`src/sv/ndpe_pkg.sv`:
```
// ----------------------------------------------------------------------------
// ndpe_pkg
// Shared types and constants for the neighbour-discovery encapsulator.
// ----------------------------------------------------------------------------
package ndpe_pkg;

    localparam int unsigned HoldWords = 10;
    localparam int unsigned NumRegs   = 8;

    typedef logic [HoldWords-1:0][63:0] t_hold;
    typedef logic [NumRegs-1:0][63:0]   t_regs;

    // Register indexes
    localparam logic [3:0] REG_LOCAL_PUBLIC_HI  = 4'd0;
    localparam logic [3:0] REG_LOCAL_PUBLIC_LO  = 4'd1;
    localparam logic [3:0] REG_PEER_PUBLIC_HI   = 4'd2;
    localparam logic [3:0] REG_PEER_PUBLIC_LO   = 4'd3;
    localparam logic [3:0] REG_LOCAL_TARGET_HI  = 4'd4;
    localparam logic [3:0] REG_LOCAL_TARGET_LO  = 4'd5;
    localparam logic [3:0] REG_REMOTE_TARGET_HI = 4'd6;
    localparam logic [3:0] REG_REMOTE_TARGET_LO = 4'd7;

    // Result action codes
    localparam logic [1:0] ACT_PASS  = 2'd0;
    localparam logic [1:0] ACT_ENCAP = 2'd1;
    localparam logic [1:0] ACT_DROP  = 2'd2;

    // Frame modes
    localparam logic [1:0] MODE_CLASSIFY = 2'd0;
    localparam logic [1:0] MODE_PASS     = 2'd1;
    localparam logic [1:0] MODE_ENCAP    = 2'd2;
    localparam logic [1:0] MODE_DISCARD  = 2'd3;

    localparam logic [15:0] ETHERTYPE_IPV6  = 16'h86DD;
    localparam logic [7:0]  NH_ICMPV6       = 8'd58;
    localparam logic [7:0]  NH_IPV6         = 8'd41;
    localparam logic [7:0]  OUTER_HOPS      = 8'd64;
    localparam logic [7:0]  ICMP_NSOL       = 8'd135;
    localparam logic [7:0]  ICMP_NADV       = 8'd136;
    localparam logic [6:0]  MIN_BYTES       = 7'd78;
    localparam logic [15:0] MAX_INNER_LEN   = 16'd65495;
    localparam logic [15:0] OUTER_HDR_BYTES = 16'd40;

    typedef struct packed {
        logic [1:0]  action;
        logic [15:0] plen;
    } t_class;

endpackage

```
`src/sv/ndpe_cfg.sv`:
```
// ----------------------------------------------------------------------------
// ndpe_cfg
// Configuration register file: eight 64-bit registers written by index.
// ----------------------------------------------------------------------------
module ndpe_cfg import ndpe_pkg::*; (
    input  logic        i_clk,
    input  logic        i_rst_n,
    input  logic        i_cfg_valid,
    output logic        o_cfg_ready,
    input  logic [3:0]  i_cfg_index,
    input  logic [63:0] i_cfg_data,
    output t_regs       o_regs
);

    t_regs r_regs;

    assign o_cfg_ready = 1'b1;
    assign o_regs      = r_regs;

    // Write a register; ignore indexes beyond the file
    always_ff @(posedge i_clk) begin
        if (!i_rst_n) begin
            r_regs <= '0;
        end else if (i_cfg_valid && (i_cfg_index < 4'(NumRegs))) begin
            r_regs[i_cfg_index[2:0]] <= i_cfg_data;
        end
    end

endmodule

```
`src/sv/ndpe_class.sv`:
```
// ----------------------------------------------------------------------------
// ndpe_class
// Frame classifier: decides pass, encapsulate or drop from the held words.
// ----------------------------------------------------------------------------
module ndpe_class import ndpe_pkg::*; (
    input  t_hold      i_hold,
    input  t_regs      i_regs,
    input  logic [6:0] i_nbytes,
    output t_class     o_class
);

    logic [15:0] ethertype;
    logic [3:0]  version;
    logic [7:0]  next_hdr;
    logic [7:0]  msg_type;
    logic [15:0] inner_len;
    logic [63:0] tgt_hi;
    logic [63:0] tgt_lo;
    logic        hdr_ok;
    logic        tgt_ok;

    // Pick the header fields out of the held words
    always_comb begin
        ethertype = i_hold[1][31:16];
        version   = i_hold[1][15:12];
        inner_len = i_hold[2][47:32];
        next_hdr  = i_hold[2][31:24];
        msg_type  = i_hold[6][15:8];
        tgt_hi    = {i_hold[7][15:0], i_hold[8][63:16]};
        tgt_lo    = {i_hold[8][15:0], i_hold[9][63:16]};
    end

    // Check the header, match the target against the address for the message type, and pick the action
    always_comb begin
        hdr_ok = (i_nbytes >= MIN_BYTES) && (ethertype == ETHERTYPE_IPV6)
                 && (version == 4'd6) && (next_hdr == NH_ICMPV6);
        if (msg_type == ICMP_NSOL) begin
            tgt_ok = (tgt_hi == i_regs[REG_REMOTE_TARGET_HI[2:0]])
                     && (tgt_lo == i_regs[REG_REMOTE_TARGET_LO[2:0]]);
        end else if (msg_type == ICMP_NADV) begin
            tgt_ok = (tgt_hi == i_regs[REG_LOCAL_TARGET_HI[2:0]])
                     && (tgt_lo == i_regs[REG_LOCAL_TARGET_LO[2:0]]);
        end else begin
            tgt_ok = 1'b0;
        end
        o_class.plen = inner_len + OUTER_HDR_BYTES;
        if (!(hdr_ok && tgt_ok)) begin
            o_class.action = ACT_PASS;
        end else if (inner_len > MAX_INNER_LEN) begin
            o_class.action = ACT_DROP;
        end else begin
            o_class.action = ACT_ENCAP;
        end
    end

endmodule

```
`src/sv/ndp_ipv6_in_ipv6_encapsulator.sv`:
```
// ----------------------------------------------------------------------------
// ndp_ipv6_in_ipv6_encapsulator
// Encapsulates matching neighbour-discovery frames in an outer IPv6 header.
// ----------------------------------------------------------------------------
// Frames enter as 8-byte words, one word per cycle unless the input is
// stalled. The first ten words (or the whole frame if shorter) are held in a
// register bank, then classified and sent out from that bank, one word per
// cycle unless the output stalls, while the input is stalled: n words for a
// passed frame, 15 for an encapsulated one, a single marker for a dropped
// one. After that, the rest of a passed or encapsulated frame flows through
// the output register at one word per cycle unless the output stalls, and
// the rest of a dropped frame is discarded. Output back-pressure stalls the input.
module ndp_ipv6_in_ipv6_encapsulator import ndpe_pkg::*; (
    input  logic        i_clk,
    input  logic        i_rst_n,
    input  logic        s_axis_tvalid,
    output logic        s_axis_tready,
    input  logic [71:0] s_axis_tdata,   // in_word[63:0], in_count[67:64], zero[71:68]
    input  logic        s_axis_tlast,
    output logic        m_axis_tvalid,
    input  logic        m_axis_tready,
    output logic [71:0] m_axis_tdata,   // out_word[63:0], out_count[67:64], zero[71:68]
    output logic        m_axis_tlast,
    output logic [1:0]  m_axis_tuser,   // out_action[1:0]
    input  logic        i_cfg_valid,
    output logic        o_cfg_ready,
    input  logic [3:0]  i_cfg_index,
    input  logic [63:0] i_cfg_data
);

    t_regs       regs;
    t_class      cls;
    t_hold       r_hold;
    logic [1:0]  r_mode,  n_mode;
    logic [3:0]  r_widx;
    logic        r_emit;
    logic [3:0]  r_k;
    logic [3:0]  r_idx;
    logic [3:0]  r_eff;
    logic        r_last;
    logic        r_ov;
    logic [63:0] r_ow;
    logic [3:0]  r_oc;
    logic        r_ol;
    logic [1:0]  r_oa;

    logic        ld, acc;
    logic [63:0] in_word;
    logic [3:0]  in_cnt, eff;
    logic [6:0]  nbytes;
    logic [3:0]  len_m1;
    logic [3:0]  hidx;
    logic [63:0] hw, ew;
    logic [3:0]  ec;
    logic        el;

    ndpe_cfg u_cfg (
        .i_clk       (i_clk),
        .i_rst_n     (i_rst_n),
        .i_cfg_valid (i_cfg_valid),
        .o_cfg_ready (o_cfg_ready),
        .i_cfg_index (i_cfg_index),
        .i_cfg_data  (i_cfg_data),
        .o_regs      (regs)
    );

    assign nbytes = {1'b0, r_idx[2:0], 3'b000} + (r_idx[3] ? 7'd64 : 7'd0) + 7'(r_eff);

    ndpe_class u_class (
        .i_hold   (r_hold),
        .i_regs   (regs),
        .i_nbytes (nbytes),
        .o_class  (cls)
    );

    // Unpack input and clamp the byte count
    assign in_word = s_axis_tdata[63:0];
    assign in_cnt  = s_axis_tdata[67:64];
    assign eff     = (s_axis_tlast && in_cnt != 4'd0 && in_cnt <= 4'd8) ? in_cnt : 4'd8;

    assign ld = !r_ov || m_axis_tready;
    assign s_axis_tready = !r_emit && ((r_mode == MODE_CLASSIFY) || (r_mode == MODE_DISCARD)
                                       || ld);
    assign acc = s_axis_tvalid && s_axis_tready;

    // Build the emitted word from the held bank and the address registers, and pick the next mode
    always_comb begin
        hidx = (cls.action == ACT_ENCAP) ? (r_k - 4'd5) : r_k;
        hw   = r_hold[(hidx < 4'(HoldWords)) ? hidx : 4'd0];
        unique case (cls.action)
            ACT_ENCAP: len_m1 = r_idx + 4'd5;
            ACT_DROP:  len_m1 = 4'd0;
            default:   len_m1 = r_idx;
        endcase
        el = (r_k == len_m1);
        ec = (el ? r_eff : 4'd8);
        ew = hw;
        if (cls.action == ACT_DROP) begin
            ew = '0;
            ec = 4'd0;
        end else if (cls.action == ACT_ENCAP) begin
            unique case (r_k)
                4'd0: ew = {r_hold[0][15:0], r_hold[1][63:32], r_hold[0][15:0]};
                4'd1: ew = {r_hold[1][63:16], 16'h6000};
                4'd2: ew = {16'h0000, cls.plen, NH_IPV6, OUTER_HOPS,
                            regs[REG_LOCAL_PUBLIC_HI[2:0]][63:48]};
                4'd3: ew = {regs[REG_LOCAL_PUBLIC_HI[2:0]][47:0],
                            regs[REG_LOCAL_PUBLIC_LO[2:0]][63:48]};
                4'd4: ew = {regs[REG_LOCAL_PUBLIC_LO[2:0]][47:0],
                            regs[REG_PEER_PUBLIC_HI[2:0]][63:48]};
                4'd5: ew = {regs[REG_PEER_PUBLIC_HI[2:0]][47:0],
                            regs[REG_PEER_PUBLIC_LO[2:0]][63:48]};
                4'd6: ew = {regs[REG_PEER_PUBLIC_LO[2:0]][47:0], r_hold[1][15:0]};
                default: ew = hw;
            endcase
        end
        if (r_last) begin
            n_mode = MODE_CLASSIFY;
        end else begin
            unique case (cls.action)
                ACT_ENCAP: n_mode = MODE_ENCAP;
                ACT_DROP:  n_mode = MODE_DISCARD;
                default:   n_mode = MODE_PASS;
            endcase
        end
    end

    // Hold words and sequence the emission
    always_ff @(posedge i_clk) begin
        if (!i_rst_n) begin
            r_mode <= MODE_CLASSIFY;
            r_widx <= '0;
            r_emit <= 1'b0;
            r_k    <= '0;
        end else if (r_emit) begin
            if (ld) begin
                r_k <= r_k + 4'd1;
                if (el) begin
                    r_emit <= 1'b0;
                    r_mode <= n_mode;
                end
            end
        end else if (acc) begin
            if (r_mode == MODE_CLASSIFY) begin
                if (s_axis_tlast || r_widx == 4'(HoldWords - 1)) begin
                    r_emit <= 1'b1;
                    r_k    <= '0;
                    r_widx <= '0;
                end else begin
                    r_widx <= r_widx + 4'd1;
                end
            end else if (s_axis_tlast) begin
                r_mode <= MODE_CLASSIFY;
            end
        end
    end

    // Hold bank and frame-end details, no reset needed
    always_ff @(posedge i_clk) begin
        if (acc && r_mode == MODE_CLASSIFY) begin
            r_hold[r_widx] <= in_word;
            r_idx  <= r_widx;
            r_eff  <= eff;
            r_last <= s_axis_tlast;
        end
    end

    // Output register
    always_ff @(posedge i_clk) begin
        if (!i_rst_n) begin
            r_ov <= 1'b0;
        end else if (r_emit && ld) begin
            r_ov <= 1'b1;
        end else if (acc && (r_mode == MODE_PASS || r_mode == MODE_ENCAP)) begin
            r_ov <= 1'b1;
        end else if (ld) begin
            r_ov <= 1'b0;
        end
    end

    always_ff @(posedge i_clk) begin
        if (r_emit && ld) begin
            r_ow <= ew;
            r_oc <= ec;
            r_ol <= (cls.action == ACT_DROP) ? 1'b1 : (el && r_last);
            r_oa <= cls.action;
        end else if (acc && (r_mode == MODE_PASS || r_mode == MODE_ENCAP)) begin
            r_ow <= in_word;
            r_oc <= eff;
            r_ol <= s_axis_tlast;
            r_oa <= (r_mode == MODE_ENCAP) ? ACT_ENCAP : ACT_PASS;
        end
    end

    assign m_axis_tvalid = r_ov;
    assign m_axis_tdata  = {4'b0000, r_oc, r_ow};
    assign m_axis_tlast  = r_ol;
    assign m_axis_tuser  = r_oa;

endmodule

```
`config.mk`:
```
export PLATFORM = sky130hd
export DESIGN_NAME = ndp_ipv6_in_ipv6_encapsulator
export DESIGN_NICKNAME = d
export VERILOG_FILES = /design/src/sv/ndpe_pkg.sv /design/src/sv/ndpe_cfg.sv /design/src/sv/ndpe_class.sv /design/src/sv/ndp_ipv6_in_ipv6_encapsulator.sv
export SDC_FILE = /design/constraint.sdc
export NUM_CORES = 2
export LEC_CHECK = 0
export BUFFER_PORTS_ARGS = -buffer_cell sky130_fd_sc_hd__buf_4
export CORE_ASPECT_RATIO = 1.25
export CORE_UTILIZATION = 34
export DETAILED_ROUTE_END_ITERATION = 10
export SETUP_SLACK_MARGIN = 0.2
export SLEW_MARGIN = 5
export SYNTH_ARGS = -nofsm -noshare
export SYNTH_HDL_FRONTEND = slang
export SYNTH_SLANG_ARGS = --single-unit
export TNS_END_PERCENT = 20
```
`constraint.sdc`:
```
create_clock -name i_clk -period 7.65 [get_ports i_clk]
set_input_delay 1.53 -clock i_clk [delete_from_list [all_inputs] [get_ports i_clk]]
set_output_delay 1.53 -clock i_clk [all_outputs]
set_load 0.005 [all_outputs]
```
# Word-level counts from Yosys, hierarchy flattened
# Index checks and enable logic that the tools add are counted.
dict set report word_totals {
  output_inout_bits 78
  word_cells 164
  reg_bits 1244
}
dict set report classes {
  mux 55
  reduce_logical 36
  n_eq_ne 25
  n_lt_le_gt_ge 10
  addsub 7
  bitwise_logic 1
}
# cell n
set op_table {}
lappend op_table {{$bwmux 640} 1}
lappend op_table {{$bwmux 512} 1}
lappend op_table {{$mux 64} 7}
lappend op_table {{$pmux 64 s7} 1}
lappend op_table {{$bmux 64 s4} 1}
lappend op_table {{$demux 64 s4} 1}
lappend op_table {{$eq 64x64->1} 4}
lappend op_table {{$demux 64 s3} 1}
lappend op_table {{$mux 4} 13}
lappend op_table {{$mux 2} 11}
lappend op_table {{$logic_and 1x1->1} 17}
lappend op_table {{$add 16x6->16 const B} 1}
lappend op_table {{$eq 16x16->1 const B} 1}
lappend op_table {{$eq 4x3->1 const B} 4}
lappend op_table {{$eq 8x8->1 const B} 2}
lappend op_table {{$gt 16x16->1 const B} 1}
lappend op_table {{$mux 1} 15}
lappend op_table {{$lt 4x5->1 const B} 2}
lappend op_table {{$reduce_bool 2->1} 5}
lappend op_table {{$add 4x1->4 const B} 2}
lappend op_table {{$eq 4x2->1 const B} 2}
lappend op_table {{$eq 8x6->1 const B} 1}
lappend op_table {{$lt 4x4->1 const B} 2}
lappend op_table {{$pmux 4 s2} 1}
lappend op_table {{other kinds (28)} 37}

# Longest topological paths before layout
dict set report logic_depth {
  word_depth 19
  mapped_depth 17
}

# Modules after synthesis
# From an unflattened synthesis, not the netlist that was laid out.
dict set report hier_totals {
  cells_unflattened 4585
  hier_area_um2 53505.1
}
# module n_inst area_each_um2 seq_area_each_um2 cells_per_inst
set modules_own_cells {}
lappend modules_own_cells {ndp_ipv6_in_ipv6_encapsulator 1 31958.2 21861.0 2452}
lappend modules_own_cells {ndpe_cfg 1 18370.1 10249.8 1732}
lappend modules_own_cells {ndpe_class 1 3176.8 0.0 401}

# Least setup slack after synthesis
# Ideal clock, no wire load.
dict set report synth_timing {
  path_kind {input to register}
  from {in m_axis_tready}
  to {reg r_hold[576] (netlist name) (enable)}
  arrival_ns 6.520
  path_stages 5
  t_required_ns 7.085
  slack_ns 0.565
  path_cell_list {nor2b_1 a21oi_1 and2_1 nand2_1 nor3_1}
}
dict set report synth_between {
  elab_chain_len 5
}
# item line
set synth_rtl {}
lappend synth_rtl {{start: declaration} ndp_ipv6_in_ipv6_encapsulator.sv:21} ;# input logic m_axis_tready,
lappend synth_rtl {{$logic_or 1x1->1} ndp_ipv6_in_ipv6_encapsulator.sv:81} ;# assign ld = !r_ov || m_axis_tready;
lappend synth_rtl {{$logic_or 1x1->1} ndp_ipv6_in_ipv6_encapsulator.sv:83} ;# || ld);
lappend synth_rtl {{$logic_and 1x1->1} ndp_ipv6_in_ipv6_encapsulator.sv:82} ;# assign s_axis_tready = !r_emit && ((r_mode == MODE_CLASSIFY) || (r_mode == MODE_DISCARD)
lappend synth_rtl {{via s_axis_tready} ndp_ipv6_in_ipv6_encapsulator.sv:17} ;# output logic s_axis_tready,
lappend synth_rtl {{$logic_and 1x1->1} ndp_ipv6_in_ipv6_encapsulator.sv:84} ;# assign acc = s_axis_tvalid && s_axis_tready;
lappend synth_rtl {{$logic_and 1x1->1} ndp_ipv6_in_ipv6_encapsulator.sv:160} ;# if (acc && r_mode == MODE_CLASSIFY) begin
lappend synth_rtl {{end signal: indexed assignment} ndp_ipv6_in_ipv6_encapsulator.sv:161} ;# r_hold[r_widx] <= in_word;
lappend synth_rtl {{end: declaration} ndp_ipv6_in_ipv6_encapsulator.sv:33} ;# t_hold r_hold;
# The timed path passes the listed nets, and every way through them passes these cells.
# A chain may end at the register's enable or synchronous reset.

# Worst setup path in the final report
dict set report layout_timing {
  from {reg r_hold[518] (netlist name)}
  to {reg r_ow[38] (data pin)}
}
dict set report layout_between {
  elab_chain_len 16
  word_cells_on_any_way 19
}
# item line
set layout_rtl {}
lappend layout_rtl {{$eq 64x64->1} ndpe_class.sv:42} ;# && (tgt_lo == i_regs[REG_LOCAL_TARGET_LO[2:0]]);
lappend layout_rtl {{$logic_and 1x1->1} ndpe_class.sv:42}
lappend layout_rtl {{$mux 1} ndpe_class.sv:40} ;# end else if (msg_type == ICMP_NADV) begin
lappend layout_rtl {{$mux 1 (*)} ndpe_class.sv:37} ;# if (msg_type == ICMP_NSOL) begin
lappend layout_rtl {{$logic_and 1x1->1 (*)} ndpe_class.sv:47} ;# if (!(hdr_ok && tgt_ok)) begin
lappend layout_rtl {{$mux 2 (*)} ndpe_class.sv:47}
lappend layout_rtl {{$eq 2x1->1} {ndp_ipv6_in_ipv6_encapsulator.sv:88, ndp_ipv6_in_ipv6_encapsulator.sv:101}}
lappend layout_rtl {{$mux 4} ndp_ipv6_in_ipv6_encapsulator.sv:88} ;# hidx = (cls.action == ACT_ENCAP) ? (r_k - 4'd5) : r_k;
lappend layout_rtl {{$lt 4x4->1} ndp_ipv6_in_ipv6_encapsulator.sv:89} ;# hw = r_hold[(hidx < 4'(HoldWords)) ? hidx : 4'd0];
lappend layout_rtl {{$mux 4} ndp_ipv6_in_ipv6_encapsulator.sv:89}
lappend layout_rtl {{$bmux 64 s4} ndp_ipv6_in_ipv6_encapsulator.sv:89}
lappend layout_rtl {{$mux 64} ndp_ipv6_in_ipv6_encapsulator.sv:89}
lappend layout_rtl {{$pmux 64 s7} ndp_ipv6_in_ipv6_encapsulator.sv:102} ;# unique case (r_k)
lappend layout_rtl {{$mux 64} ndp_ipv6_in_ipv6_encapsulator.sv:101} ;# end else if (cls.action == ACT_ENCAP) begin
lappend layout_rtl {{$mux 64 (*)} ndp_ipv6_in_ipv6_encapsulator.sv:98} ;# if (cls.action == ACT_DROP) begin
lappend layout_rtl {{$mux 64 (*)} ndp_ipv6_in_ipv6_encapsulator.sv:182} ;# if (r_emit && ld) begin
lappend layout_rtl {{end signal: assignment} ndp_ipv6_in_ipv6_encapsulator.sv:183} ;# r_ow <= ew;
lappend layout_rtl {{end signal: assignment} ndp_ipv6_in_ipv6_encapsulator.sv:188} ;# r_ow <= in_word;
lappend layout_rtl {{end: declaration} ndp_ipv6_in_ipv6_encapsulator.sv:42} ;# logic [63:0] r_ow;
# Mark *: on every way between the ends. The rest lies on a longest branch, timed or not. The select of a mux whose other input is x is not followed.

==> flow_summary_export.csv <==
group,metric,value,unit
status,outcome,"complete, no violations",
synth,flop_and_latch_count_out_of_synthesis,1244,
routing,drtAntennaViolNets,0,
routing,drtPass1Iterations,7,
sta,achievable-frequency,163.8,MHz
sta,tightestPinTransition,1.169,ns
synth,synth.lib_cells_used.distinct,80,
routing,drc_errors,0,
placement,dp.final_hpwl,144600,um
synth,portion_of_the_post_synthesis_area_used_by_sequential_elements,0.6102,
sta,finalMaxSlewViolations,0,
routing,vias_after_detailed_routing,41000,
synth,syn_avg_cell_area,10.70,sq um
clock_network,ctsRootBufferMaster,"clkbuf_16",
clock_network,hold_buffers,0,
floorplanning,core.rowCount,161,
clock_network,cts.clk_slew.worst_paths,0.06,ns
sta,grt_setup_unrepaired,"false",
critical_path,rr_startpoint,"r_hold[518]$_DFFE_PP_",
synth,synth_area,52620,sq um
placement,dp_slack,1.741,ns
synth,synth_top_area_share,0.4109,
critical_path,critPathCaptureType,"flip-flop",
global_routing,grt_use_total,0.2614,
routing,via_per_inst,5.783,
critical_path,crit_chain,"xnor2_1, nand4_1, nor4_1, nand4_1, nor4_1, o211a_1, mux2_2, buf_12, nor2b_1, buf_4, a311o_1, a32o_1",
global_routing,initial_antenna_violation_count,29,
placement,place_congestion,1.065,
floorplanning,initial_utilization,0.3419,
power_and_ir_drop,max_vdd_drop,0.2283,mV
sta,final.setup_skew,0.02531,ns
floorplanning,area_of_the_die,156400,sq um
synth,synth_top_area_cells,"edfxtp_1, dfxtp_1, nand2_1, a21oi_1, xnor2_1",
power_and_ir_drop,power_leakage,19.40,nW
sta,report.final.setup_viol,0,
synth,fraction_of_registers_with_async_set_reset,0,
critical_path,timing.critical_path.required,8.15,ns
floorplanning,floorplan.io_pins,224,
critical_path,setup.worst_path.start,"r_hold[518]$_DFFE_PP_",
global_routing,first_pass_grt_wire_length,293100,um
critical_path,crit_path_category,"reg -> reg",
synth,cell_taking_the_most_area_after_synthesis,"edfxtp_1",
final_layout,final_layout_size_suffix_gt1_frac,0.1089,
worst_hold_path,hold_path_startpoint,"u_cfg.o_regs[6]$_SDFFE_PN0P_",
sta,setup_ws,1.544,ns
critical_path,worst_setup_path_start_kind,"flip-flop",
routing,dr.first_iter.drc_count,5109,
critical_path,cp.arrival,6.61,ns
routing,wl_per_instance,29.55,um
clock_network,post-cts-setup-buffers,0,
final_layout,most_frequent_standard_cell_in_the_layout_excluding_fill_and_tap_cells,"nand2_1",
sta,finalHoldViolations,0,
synth,synthesis.yosys.warnings,0,
final_layout,growth_of_design_area_from_synthesis_to_finish,14.32,%
worst_hold_path,hold_path.class,"reg -> reg",
synth,synth_flop_cell,"edfxtp_1",
placement,portBuffers,214,
clock_network,cts_tree,"done",
floorplanning,fp.coreArea,153900,sq um
flow_run,drv.max_cap_violation_count,0,
synth,synth-edff-count,720,
clock_network,cts.sinks,1244,
clock_network,cts.path.max_buffers,3,
sta,totalNegativeSetupSlack,0,ns
clock_network,post_cts.resized_instances,0,
critical_path,critical_path_peak_fanout,33,
routing,totalWireLength,209500,um
critical_path,critical_path.slowest_cell,"mux2_2",
floorplanning,fp.dieW,353.9,um
global_routing,grt_pass1_vias,38600,
sta,period_needed,6.106,ns
final_layout,layout.cells.most_common_list,"nand2_1, edfxtp_1, a21oi_1",
clock_network,cts_htree_levels,4,
floorplanning,die_height,441.8,um
final_layout,num-nets-final,5096,
clock_network,worst_skew_pair.late_latency,0.78,ns
critical_path,cp_slowest_stage_delay,0.69,ns
power_and_ir_drop,pwr_density_cell,247.3,nW/um^2
sta,worst_slew_margin_rel,0.2156,
sta,final_min_period_over_clock_period,0.7982,
synth,synth_cells,4916,
clock_network,cts-buffers-inserted,130,
global_routing,grt.overflow.total,0,
global_routing,grt_start_max_net_pins,204,
## where the power goes
group	leakage, nW	switching, mW	internal (mW)
Sequential	10.8	0.0860	7.21
Combinational	6.50	0.672	0.297
Clock	2.14	2.76	3.85
## cell families (layout without fill, tap and decap cells)
group | after synthesis | in the layout | synth area share
simple gates | 1675 | 1675 | 0.1393
compound gates | 1155 | 1155 | 0.1387
mux | 123 | 123 | 0.02361
xor+xnor | 281 | 281 | 0.04713
buf+inv | 422 | 544 | 0.03755
fa+ha+maj | 14 | 14 | 0.003329
flops | 1244 | 1244 | 0.6102
other cells | 2 | 17 | 0.0001427
## critical path, delay by kind of cell (launching register included)
kind | cells | cell delay (ns)
compound gates | 3 | 1.28
xor+xnor | 1 | 0.61
buf+inv | 2 | 0.57
flops | 1 | 0.50
mux | 1 | 0.69
simple gates | 5 | 2.07
## state kept, by name, summed over array words and instances (netlist names)
register       flops
r_ow              64
r_k                4
r_widx             4
u_cfg.o_regs     512
r_hold           640
r_mode             2
m_axis_tlast       1
r_eff              4
m_axis_tuser       2
m_axis_tvalid      1
r_emit             1
r_last             1
r_oc               4
r_idx              4
## final cells by class
class,instances,area (sq um)
multi-input combinational,3253,18730
antenna,12,30.03
tap,2037,2549
sequential,1244,32110
fill,14910,93750
timing repair buffer,290,2277
clock buffer,174,3697
inverter,17,71.32
clock inverter,63,689.4
## path summary, 6_finish.rpt
kind | end | cells after the start | slack [ns]
max | r_ow[38]$_DFFE_PP_ | 12 | 1.54
min | u_cfg.o_regs[6]$_SDFFE_PN0P_ | 2 | 0.45
min reg2reg | u_cfg.o_regs[6]$_SDFFE_PN0P_ | 2 | 0.45
max reg2reg | r_ow[38]$_DFFE_PP_ | 12 | 1.54
## stage by stage
step                      std cells  utilization  hold slack, ns  power, mW  cell area, sq um
after detailed placement       6841       0.3622          0.4463      8.401             55740
after CTS                      7078       0.3907          0.4541      14.94             60120
after global routing           7082       0.3907          0.4695      15.26             60130
after floorplan                4919            -          0.4064      7.924             52630
after global placement         6841       0.3622          0.4412      8.386             55740
final                          7090       0.3909          0.4535      14.87             60150
## cells in the mapped netlist (32+ instances only)
cell / count
buf_2: 35
clkbuf_1: 264
a31oi_1: 80
o221ai_1: 63
or3_1: 43
a32o_1: 47
nand4_1: 140
a21oi_1: 536
edfxtp_1: 720
a22oi_1: 102
nor2_1: 32
nand2_1: 1263
buf_4: 68
dfxtp_1: 524
a222oi_1: 35
o22ai_1: 63
xor2_1: 44
mux2i_1: 120
a211oi_1: 54
xnor2_1: 236
nand3_1: 33
o21ai_0: 89
## per-layer routing
layer / vias to the layer above / part of all wire / wire (um) / global-route usage
met5: - / 0.00086 / 180 / 0
met2: 2197 / 0.47 / 97470 / 0.4203
li1: 17900 / - / - / -
met1: 20390 / 0.38 / 80600 / 0.3233
met4: 26 / 0.065 / 13590 / 0.1517
met3: 491 / 0.084 / 17690 / 0.05538
Note: power is estimated with default switching activity, not from simulation.
